**config.mk**
```make
export PLATFORM = sky130hd
export DESIGN_NAME = sts_search_ctrl
export DESIGN_NICKNAME = d
export VERILOG_FILES = /design/src/rtl/core/sts_pkg.sv /design/src/rtl/core/sts_search_ctrl.sv
export SDC_FILE = /design/constraint.sdc
export NUM_CORES = 1
export LEC_CHECK = 0
export ABC_AREA = 1
export CAP_MARGIN = 25
export CORE_MARGIN = 2
export CORE_UTILIZATION = 40
export CTS_BUF_LIST = sky130_fd_sc_hd__clkbuf_8
export CTS_CLUSTER_DIAMETER = 60
export DETAILED_ROUTE_END_ITERATION = 10
export DONT_BUFFER_PORTS = 1
export PLACE_DENSITY = 0.55
export SLEW_MARGIN = 0
export SYNTH_ARGS = -nofsm -noshare
export SYNTH_HDL_FRONTEND = slang
export SYNTH_SLANG_ARGS = --single-unit
```
**constraint.sdc**
```tcl
create_clock -name aclk -period 4 [get_ports aclk]
set_input_delay 0 -clock aclk [delete_from_list [all_inputs] [get_ports aclk]]
set_output_delay 0 -clock aclk [all_outputs]
set_load 0.01 [all_outputs]
```
**src/rtl/core/sts_pkg.sv**
```systemverilog
`default_nettype none
// ----------------------------------------------------------------------------
// sts_pkg
// shared types and constants of the sorted table binary search block
// ----------------------------------------------------------------------------
package sts_pkg;

    localparam int VALUE_W = 32;
    localparam int INDEX_W = 10;
    localparam int COUNT_W = 11;

    localparam logic OP_WRITE  = 1'b0;
    localparam logic OP_SEARCH = 1'b1;

    typedef enum logic [1:0] {
        ST_IDLE,
        ST_PROBE,
        ST_CMP
    } sts_state_t;

    typedef struct packed {
        logic wr_en;
        logic rd_en;
    } mem_ctl_t;

    typedef struct packed {
        logic               load;
        logic               found;
        logic [INDEX_W-1:0] index;
    } result_t;

endpackage
`default_nettype wire

```
**src/rtl/core/sts_search_ctrl.sv**
```systemverilog
`default_nettype none
// ----------------------------------------------------------------------------
// sts_search_ctrl
// accepts write and search beats, steps the binary search one probe at a time
// ----------------------------------------------------------------------------
module sts_search_ctrl
    import sts_pkg::*;
#(
    parameter int TABLE_DEPTH = 1024,
    parameter int ADDR_W      = 10
) (
    input  wire logic               aclk,
    input  wire logic               aresetn,
    input  wire logic               s_tvalid,
    output logic                    s_tready,
    input  wire logic               operation,
    input  wire logic [INDEX_W-1:0] entry_index,
    input  wire logic [VALUE_W-1:0] entry_value,
    input  wire logic [COUNT_W-1:0] entry_count,
    input  wire logic               out_free,
    output mem_ctl_t                mem_ctl,
    output logic      [ADDR_W-1:0]  wr_addr,
    output logic      [ADDR_W-1:0]  rd_addr,
    input  wire logic [VALUE_W-1:0] rd_data,
    output result_t                 res
);

    localparam int AW1 = ADDR_W + 1;
    localparam int IW  = (AW1 > COUNT_W) ? AW1 : COUNT_W;
    localparam logic [IW-1:0] DEPTH_W = IW'(TABLE_DEPTH);

    sts_state_t state_reg, state_next;
    logic [VALUE_W-1:0] key_reg, key_next;
    // half-open range [lo, hi)
    logic [AW1-1:0] lo_reg, lo_next;
    logic [AW1-1:0] hi_reg, hi_next;
    logic [AW1-1:0] mid_reg, mid_next;

    logic           accept;
    logic           idx_ok;
    logic [IW-1:0]  count_w;
    logic [IW-1:0]  count_eff;
    logic           range_ok;
    logic [AW1-1:0] mid;
    logic           eq;
    logic           less;

    assign accept    = s_tvalid && s_tready;
    assign idx_ok    = IW'(entry_index) < DEPTH_W;
    assign count_w   = IW'(entry_count);
    assign count_eff = (count_w > DEPTH_W) ? DEPTH_W : count_w;
    assign range_ok  = lo_reg < hi_reg;
    assign mid       = lo_reg + ((hi_reg - AW1'(1) - lo_reg) >> 1);
    assign eq        = rd_data == key_reg;
    assign less      = $signed(rd_data) < $signed(key_reg);

    assign wr_addr = ADDR_W'(entry_index);
    assign rd_addr = ADDR_W'(mid);

    // next state
    always_comb begin
        state_next = state_reg;
        case (state_reg)
            ST_IDLE: begin
                if (accept && operation == OP_SEARCH) begin
                    state_next = ST_PROBE;
                end
            end
            ST_PROBE: begin
                if (range_ok) begin
                    state_next = ST_CMP;
                end else if (out_free) begin
                    state_next = ST_IDLE;
                end
            end
            ST_CMP: begin
                if (!eq) begin
                    state_next = ST_PROBE;
                end else if (out_free) begin
                    state_next = ST_IDLE;
                end
            end
            default: state_next = ST_IDLE;
        endcase
    end

    // outputs
    always_comb begin
        s_tready      = 1'b0;
        mem_ctl.wr_en = 1'b0;
        mem_ctl.rd_en = 1'b0;
        res.load      = 1'b0;
        res.found     = 1'b0;
        res.index     = '0;
        case (state_reg)
            ST_IDLE: begin
                s_tready      = 1'b1;
                mem_ctl.wr_en = s_tvalid && operation == OP_WRITE && idx_ok;
            end
            ST_PROBE: begin
                mem_ctl.rd_en = range_ok;
                res.load      = !range_ok && out_free;
            end
            ST_CMP: begin
                res.load  = eq && out_free;
                res.found = 1'b1;
                res.index = INDEX_W'(mid_reg);
            end
            default: begin
                s_tready = 1'b0;
            end
        endcase
    end

    // search datapath
    always_comb begin
        key_next = key_reg;
        lo_next  = lo_reg;
        hi_next  = hi_reg;
        mid_next = mid_reg;
        case (state_reg)
            ST_IDLE: begin
                if (accept) begin
                    key_next = entry_value;
                    lo_next  = '0;
                    hi_next  = AW1'(count_eff);
                end
            end
            ST_PROBE: begin
                mid_next = mid;
            end
            ST_CMP: begin
                if (!eq) begin
                    if (less) begin
                        lo_next = mid_reg + AW1'(1);
                    end else begin
                        hi_next = mid_reg;
                    end
                end
            end
            default: begin
                mid_next = mid_reg;
            end
        endcase
    end

    always_ff @(posedge aclk) begin
        if (!aresetn) begin
            state_reg <= ST_IDLE;
        end else begin
            state_reg <= state_next;
        end
    end

    always_ff @(posedge aclk) begin
        key_reg <= key_next;
        lo_reg  <= lo_next;
        hi_reg  <= hi_next;
        mid_reg <= mid_next;
    end

endmodule
`default_nettype wire

```
# ---- Word-level counts from Yosys, hierarchy flattened
# Cells that the tools add are included.
dict set report word_totals {
  register_bits 67
  input_bits 90
  output_inout_bits 35
  word_cells 51
}
dict set report classes {
  add_sub_neg 4
  order_cmp 3
  eq_ne 8
  n_mux 19
  bitwise 1
  n_reduce_logical 11
}
# operator count
set op_table {}
lappend op_table {{11-bit two-way mux} 8}
lappend op_table {{11-bit one-hot mux with 2 select lines} 2}
lappend op_table {{32-bit equality test} 1}
lappend op_table {{32-bit < comparator} 1}
lappend op_table {{11-bit by 1-bit adder with 11-bit output, second input constant} 1}
lappend op_table {{11-bit by 10-bit adder with 11-bit output} 1}
lappend op_table {{11-bit > comparator, second input constant} 1}
lappend op_table {{11-bit < comparator} 1}
lappend op_table {{11-bit by 1-bit subtractor with 11-bit output, second input constant} 1}
lappend op_table {{11-bit subtractor} 1}
lappend op_table {{2-bit != test, second input constant} 5}
lappend op_table {{2-bit two-way mux} 4}
lappend op_table {{4-bit AND reduction} 2}
lappend op_table {{2-bit one-hot mux with 3 select lines} 1}
lappend op_table {{1-bit logical AND} 5}
lappend op_table {{1-bit two-way mux} 3}
lappend op_table {{2-bit by 1-bit equality test with 1-bit output, second input constant} 1}
lappend op_table {{2-bit equality test, second input constant} 1}
lappend op_table {{2-bit logical NOT} 1}
lappend op_table {{1-bit one-hot mux with 2 select lines} 1}
lappend op_table {{2-bit AND reduction} 1}
lappend op_table {{2-bit nonzero test} 1}
lappend op_table {{1-bit logical NOT} 1}
lappend op_table {{1-bit NOT} 1}

# ---- Depth between registers and ports, before layout
# Gate-level depths: netlist of run 1.
dict set report depth {
  depth_word 6
  depth_mapped 17
  mapped_depth_nobuf 17
}

# ---- Worst setup path after synthesis of run 1
# Ideal clock, no wire load.
dict set report synth_timing {
  kind {register to register}
  startpoint {register lo_reg[1]}
  endpoint {register mid_reg[8] (data pin)}
  setup_ps 266
  arrival_time_ps 2432
  required_ps 3734
  setup_slack_ps 1302
  stages_incl_launch_ff 12
  path_buffers 0
  period_less_slack_ps 2698
  path_cell_list {edfxtp_1 > fa_1 > o31ai_1 > xnor2_1 > inv_1 > ha_1 > a21oi_1 > o21ai_1 > a21oi_1 > nor2_1 > nor2_1 > xnor2_1}
}
dict set report synth_via {
  elab_chain_cells 2
}
# item line
set synth_lines {}
lappend synth_lines {{from (decl)} sts_search_ctrl.sv:35} ;# logic [AW1-1:0] lo_reg, lo_next;
lappend synth_lines {{from (signal assigned)} sts_search_ctrl.sv:157} ;# lo_reg <= lo_next;
lappend synth_lines {{11-bit subtractor} sts_search_ctrl.sv:53} ;# assign mid = lo_reg + ((hi_reg - AW1'(1) - lo_reg) >> 1);
lappend synth_lines {{11-bit by 10-bit adder with 11-bit output (*)} sts_search_ctrl.sv:53}
lappend synth_lines {{named net mid[8]} sts_search_ctrl.sv:44} ;# logic [AW1-1:0] mid;
lappend synth_lines {{to (signal assigned)} sts_search_ctrl.sv:159} ;# mid_reg <= mid_next;
lappend synth_lines {{to (decl)} sts_search_ctrl.sv:37} ;# logic [AW1-1:0] mid_reg, mid_next;
# Mark *: on every way through the listed nets, which the timed path passes. The rest lies on a longest branch.
# A chain may end at the register's enable or synchronous reset.

# ---- Worst setup path after layout of run 1
dict set report layout_timing {
  startpoint {register lo_reg[1]}
  endpoint {output rd_addr[7]}
}
dict set report layout_via {
  elab_chain_cells 2
}
# item line
set layout_lines {}
lappend layout_lines {{11-bit subtractor} sts_search_ctrl.sv:53}
lappend layout_lines {{11-bit by 10-bit adder with 11-bit output (*)} sts_search_ctrl.sv:53}
lappend layout_lines {{to (decl)} sts_search_ctrl.sv:23} ;# output logic [ADDR_W-1:0] rd_addr,
# Mark *: on every way between the ends. The rest lies on a longest branch, timed or not.

==> results of run 1 <==
## per-stage QoR
step	worst slack (ps)	hold slack [ps]	instances	utilization [%]	instance area, µm²
2_1_floorplan	1300	47.5	542	-	4830
3_3_place_gp	845	0.0749	668	40.9	4870
3_5_place_dp	802	0.0749	669	41.1	4890
4_1_cts	661	0.0749	735	47.1	5610
5_1_grt	398	0.0220	735	47.1	5610
6_report	690	0.00445	735	47.1	5610
## cells by family after synthesis
family / count (synthesis) / synth area share [%]
flip-flops: 67 / 41.2
AO/OA/AOI/OAI: 64 / 7.18
AND/OR/NAND/NOR: 196 / 18.3
adder cells (fa/ha/maj): 69 / 18.2
buffers and inverters: 128 / 11.8
XOR/XNOR: 18 / 3.26
## layout make-up
| cell class | count | area share [%] |
|---|---|---|
| clock inverters | 7 | 1.65 |
| well taps | 147 | 3.28 |
| clock buffers | 9 | 2.21 |
| multi-input cells | 347 | 40.4 |
| flip-flops and latches | 67 | 35.5 |
| repair buffers | 53 | 9.68 |
| inverters | 105 | 7.25 |
## power groups by stage
stage / registers (mW) / logic (mW) / clock network, mW
after floorplan: 1.10 / 1.42 / 0
after global placement: 1.13 / 1.52 / 0
after detailed placement: 1.14 / 1.54 / 0
after CTS: 1.12 / 1.60 / 0.640
after global routing: 1.14 / 1.78 / 0.664
final: 1.12 / 1.59 / 0.627
## worst max-delay path, stage by stage (launching register included)
cell      delay (ps)
edfxtp_1         530
fa_1             520
o31ai_1          340
xnor2_1          170
inv_1             60
ha_1             360
nand2_1          100
o21ai_1          230
a21oi_1          100
nor2_1           100
nor2_1            60
xnor2_1          390
## cell usage after synthesis
cell,n
nand2_1,108
inv_1,100
ha_1,67
edfxtp_1,65
a21oi_1,42
nor2_1,33
nand3_1,28
buf_4,20
o21ai_0,9
xnor2_1,9
xor2_1,9
nand4_1,8
a21o_1,5
nor3_2,5
inv_2,4
nand3_2,3
nor2_2,3
o21ai_1,3
clkbuf_1,2
dfxtp_1,2
fa_1,2
nand2_2,2
nor3b_1,2
nor4_1,2
o31ai_1,2
a21oi_2,1
a31oi_1,1
buf_2,1
clkinv_8,1
nor4_4,1
o21ai_2,1
or2_2,1
## layer usage
layer / wire length, µm / vias to the layer above
met4: 246 / 0
li1: - / 1842
met5: 0 / -
met3: 771 / 20
met1: 4250 / 1673
met2: 5710 / 115
## worst min path at each step
stage                   start         end  slack [ps]  cells past startpoint
2_1_floorplan       operation  mem_ctl[1]          50                      1
3_3_place_gp   entry_index[4]  wr_addr[4]        0.07                      0
3_5_place_dp   entry_index[4]  wr_addr[4]        0.07                      0
4_1_cts        entry_index[4]  wr_addr[4]        0.07                      0
5_1_grt        entry_index[8]  wr_addr[8]        0.02                      0
6_report       entry_index[3]  wr_addr[3]       0.004                      0
## what timing repair did
item,CTS,global route
hold buffers,50,0
endpoints found under the setup margin,0,0
endpoints found under the hold margin,45,0
==> results.ini, run 1 <==
[finish]
multi_input_comb_area_um2=2270
layout-drive-gt1-share_pct=6.80
seq_area_um2=1990
diodes=0
largest_register_ffs=32
area_delta_synth_final_pct=16.2
layout.cells.most_common_list=nand2_1 (108), inv_1 (100), ha_1 (67)
nFillCells=1103
final_common_cell=nand2_1
final_nets=742

[placed_design]
numPortBuffers=0
gp_congestion=0.852
hpwl_um=8420

[cts]
clockRootBuffer=clkbuf_8
cts_resized=0
post_cts_buffers=0
cts_tree=done
cts_htree_levels=3
cts.reportedPaths.clkPinSlew_ps=80
clkLatencyLatePin_ps=360
clock_sinks=67
cts_buffers=9
clock_path_buffers=2

[yosys]
synth_top_area_share_pct=40.4
synthCells=542
yosys.area.top_type=edfxtp_1
synthTopCellsByArea=edfxtp_1 (40%), ha_1 (17%), nand2_1 (8.4%), inv_1 (7.8%), a21oi_1 (4.4%)
synth_nets=701
avgSynthCellArea_um2=8.91
synth_area_um2=4830
ys_seq_area_share_pct=41.2
yosys_warnings=0
ys_seq_elements=67
synth_cell_type_count=32

[worst_hold_path]
hp-class=input port to primary output

[power]
seq_power_share_pct=33.6
p_clk_share_pct=18.8
finalPower_mw=3.34
pwr-share-comb_pct=47.6
p_leak_nw=2.69
p_int_mw=1.92
ir_worst_vdd_uv=336
p_sw_mw=1.42
powerDensity_nw_per_um2=595
p_sw_share_pct=42.5

[timing]
period_needed_ps=3310
tns_ps=0
rsz0062_at_grt=false
max_freq_mhz=302
slew_violations=0
min_period_over_period_pct=82.8
fin_skew_ps=8.86
worst_pin_slew_ps=697
finalHoldViolCount=0
setup_viol=0
slew_headroom_pct=53.5

[critical_path]
critPathLaunch=lo_reg[1]
crit_fanout=5
crit_path_end=rd_addr[7]
endpoint_kind=primary output
start_kind=register
worstReg2RegEnd=mid_reg[7]
path_class=register to primary output
cp.arrival_ps=3310
regToRegStartpoint=lo_reg[1]
reg2reg_slack_ps=780
required_ps=4000
r2r_cells=11

[job]
max_cap_viol_count=0

[global_routing]
grt_max_degree=27
grt_use_met3_pct=6.06
grt_use_total_pct=17.8
grt_pass1_vias=3899
globalRouteMet1Util_pct=18.1
grt_pass1_wl_um=17900
busiest_layer=met2
antenna_found_initial=0
use_met2_pct=33.2
grt-ovfl-total=0

[die]
die_x_um=114
die-area_um2=13000
start_util_pct=40.5
row_count=40
core_um2=11900
io-pin-count=125
die_h_um=114

[detailed_routing]
wire_per_inst_um=14.9
drc=0
drt-total-wl_um=11000
postRouteAntennaNets=0
vias=3650
drtPass1Iterations=4
drt-initial-drc-count=163
viasPerCell=4.97

[run_status]
status=finished clean

No activity file was read; power rests on OpenSTA's default activity.
==> run 2: changes to the inputs <==
--- a/config.mk
+++ b/config.mk
@@ -5,7 +5,7 @@
 export SDC_FILE = /design/constraint.sdc
 export NUM_CORES = 1
 export LEC_CHECK = 0
-export ABC_AREA = 1
+export ABC_AREA = 0
 export CAP_MARGIN = 25
 export CORE_MARGIN = 2
 export CORE_UTILIZATION = 40
==> constraint.sdc (replaced) <==
create_clock -name aclk -period 3.4 [get_ports aclk]
set_input_delay 0 -clock aclk [delete_from_list [all_inputs] [get_ports aclk]]
set_output_delay 0 -clock aclk [all_outputs]
set_load 0.01 [all_outputs]
==> run 2 against run 1 <==
The run now ends with negative setup slack left. Power up 73%. Non-clock buffer count grew 28. Clock power grew 21%. Clock skew up 6.0 ps. Design area rose by 2.8%. Critical endpoint is now rd_addr[8].
==> results.ini, run 2 <==
[timing]
finalHoldViolCount=0
slew_violations=0
setup_ws_ps=-53.2
worst_pin_slew_ps=846
setup_viol=3
fin_skew_ps=14.8
max_freq_mhz=290
whs_ps=0.00337
period_needed_ps=3450
min_period_over_period_pct=102
slew_headroom_pct=43.6
rsz0062_at_grt=true

[run_status]
status=complete, but fails checks
violations=negative setup slack

[power]
finalPower_mw=5.78
powerDensity_nw_per_um2=1000
ir_worst_vdd_uv=555
p_leak_nw=2.55

[placed_design]
gp_congestion=0.789
place_inst=575
hpwl_um=7940
numPortBuffers=0

[die]
die_x_um=112
row_count=39
start_util_pct=40.8
core_um2=11400
die-area_um2=12500
die_h_um=112
io-pin-count=125

[detailed_routing]
drc=0
wire_per_inst_um=16.4
viasPerCell=5.15
drt-initial-drc-count=189
drtPass1Iterations=4
vias=3387
postRouteAntennaNets=0
drt-total-wl_um=10800

[yosys]
yosys.area.top_type=edfxtp_1
synth_xor_area_share_pct=3.96
synthMuxAreaShare_pct=0.728
synthTopCellsByArea=edfxtp_1 (42%), ha_1 (18%), inv_1 (5.1%), a21o_1 (3.4%), a21oi_1 (3.3%)
async_flop_share_pct=0
synth_top_family_by_area=adder cells
synth_edf_count=65
yosys_warnings=0
avgSynthCellArea_um2=10.5
synth_compound_gate_area_share_pct=13.0
synthAdderAreaFrac_pct=18.9
synthFlopType=edfxtp_1
ys_seq_elements=67
synth_cell_type_count=48
synth_area_um2=4640
yosysMostFrequentCell=ha_1
synthCells=440
synth_top_area_share_pct=42.0
synth_common_cells=ha_1 (67), edfxtp_1 (65), inv_1 (63)
yosys.area_share.simple_pct=11.9
ys_seq_area_share_pct=42.9
synth_nets=599

[worst_hold_path]
min_to=wr_addr[5]
hold_depth=0
min_from=entry_index[5]
hp-class=input port to primary output

[critical_path]
path_class=register to primary output
required_ps=3400
start_kind=register
reg2reg_slack_ps=-10
r2r_cells=13
endpoint_kind=primary output
regToRegStartpoint=hi_reg[1]
cp.arrival_ps=3450
crit_fanout=3
worstReg2RegEnd=mid_reg[10]

[global_routing]
grt_pass1_wl_um=17000
grt-ovfl-total=0
grt_max_degree=34
antenna_found_initial=2
grt_use_total_pct=17.4
grt_pass1_vias=3465

[cts]
clock_sinks=67
clkLatencyLatePin_ps=360
clockRootBuffer=clkbuf_8
clock_path_buffers=2
cts_htree_levels=3
cts.reportedPaths.clkPinSlew_ps=80
cts_tree=done
cts_buffers=9

[finish]
final_nets=668
area_delta_synth_final_pct=24.3
final_common_cell=edfxtp_1
layoutNonFillerInstCount=658
largest_register_ffs=32
nFillCells=1034
layout-drive-gt1-share_pct=15.8
layout.cells.most_common_list=edfxtp_1 (65), inv_1 (62), ha_1 (62)

[job]
max_cap_viol_count=0

[run 2: changes by cell type after synthesis, moves of 11 or more]
cell     delta
and2_1     +12
nand3_1    -17
a21o_1     +16
nand2_1    -90
a21oi_1    -11
nor2_1     -13
inv_1      -37
[run 2: cell families after synthesis]
logic type | after synthesis
simple gates | 105
compound gates | 89
buf+inv | 86
fa+ha+maj | 69
flops | 67
xor+xnor | 21
mux | 3
[run 2: power by group]
part	leakage (nW)	switching [mW]	internal [mW]	total [mW]
sequential	0.646	0.164	1.31	1.47
combinational	1.80	1.83	1.72	3.55
clock	0.110	0.341	0.418	0.758
total	2.55	2.33	3.45	5.78
[run 2: through the flow]
step / setup WS (ps) / TNS [ps] / cell area [µm²] / utilization [%]
after floorplan: 170 / 0 / 4640 / -
after global placement: 6.34 / 0 / 4770 / 42.0
after detailed placement: -46.9 / -46.9 / 4770 / 42.0
after CTS: -172 / -401 / 5610 / 49.4
after global routing: -264 / -733 / 5770 / 50.7
final: -53.2 / -85.1 / 5770 / 50.7
[run 2: worst max-delay path by stage]
stage               from          end  slack [ps]  cells after the start
6_report       hi_reg[1]   rd_addr[8]         -50                     14
5_1_grt        hi_reg[1]   rd_addr[8]        -260                     14
4_1_cts        lo_reg[0]   rd_addr[8]        -170                     13
3_5_place_dp   lo_reg[0]  mid_reg[10]         -50                     14
3_3_place_gp   lo_reg[0]  mid_reg[10]           6                     14
2_1_floorplan  lo_reg[0]  mid_reg[10]         170                     14
[run 2: layer usage]
metal  GRT usage, %  wire (µm)  vias to the layer above
met2           28.7       5160                       81
li1               -          -                     1692
met1           21.5       4600                     1592
met4           5.02        139                        2
met3           6.37        857                       20
met5              0         13                        -
[run 2: layout make-up]
class | count | area, µm² | area share, %
Antenna cell | 1 | 2.50 | 0.0434
Inverter | 63 | 236 | 4.10
Clock buffer | 9 | 124 | 2.15
Timing Repair Buffer | 81 | 736 | 12.8
Sequential cell | 67 | 1990 | 34.5
Tap cell | 143 | 179 | 3.10
Clock inverter | 7 | 98.8 | 1.71
Multi-Input combinational cell | 287 | 2400 | 41.6
[run 2: worst max-delay path: stages, from the launching register on]
cell	delay [ps]
edfxtp_1	420
ha_1	330
and3b_1	190
o21ai_1	160
nand2b_1	120
xor2_1	160
ha_1	320
a21o_1	200
a21oi_2	180
nor2b_1	80
o21a_1	220
o41ai_4	270
buf_4	190
xnor2_2	110
buf_4	150
[run 2: timing repair]
item / 4_1_cts / 5_1_grt
cloned: 0 / 0
hold endpoints to repair: 45 / 0
pin swaps: 12 / 23
setup endpoints to repair: 5 / 7
gates resized for setup: 13 / 25
buffers inserted: 12 / 6
hold buffers: 48 / 0
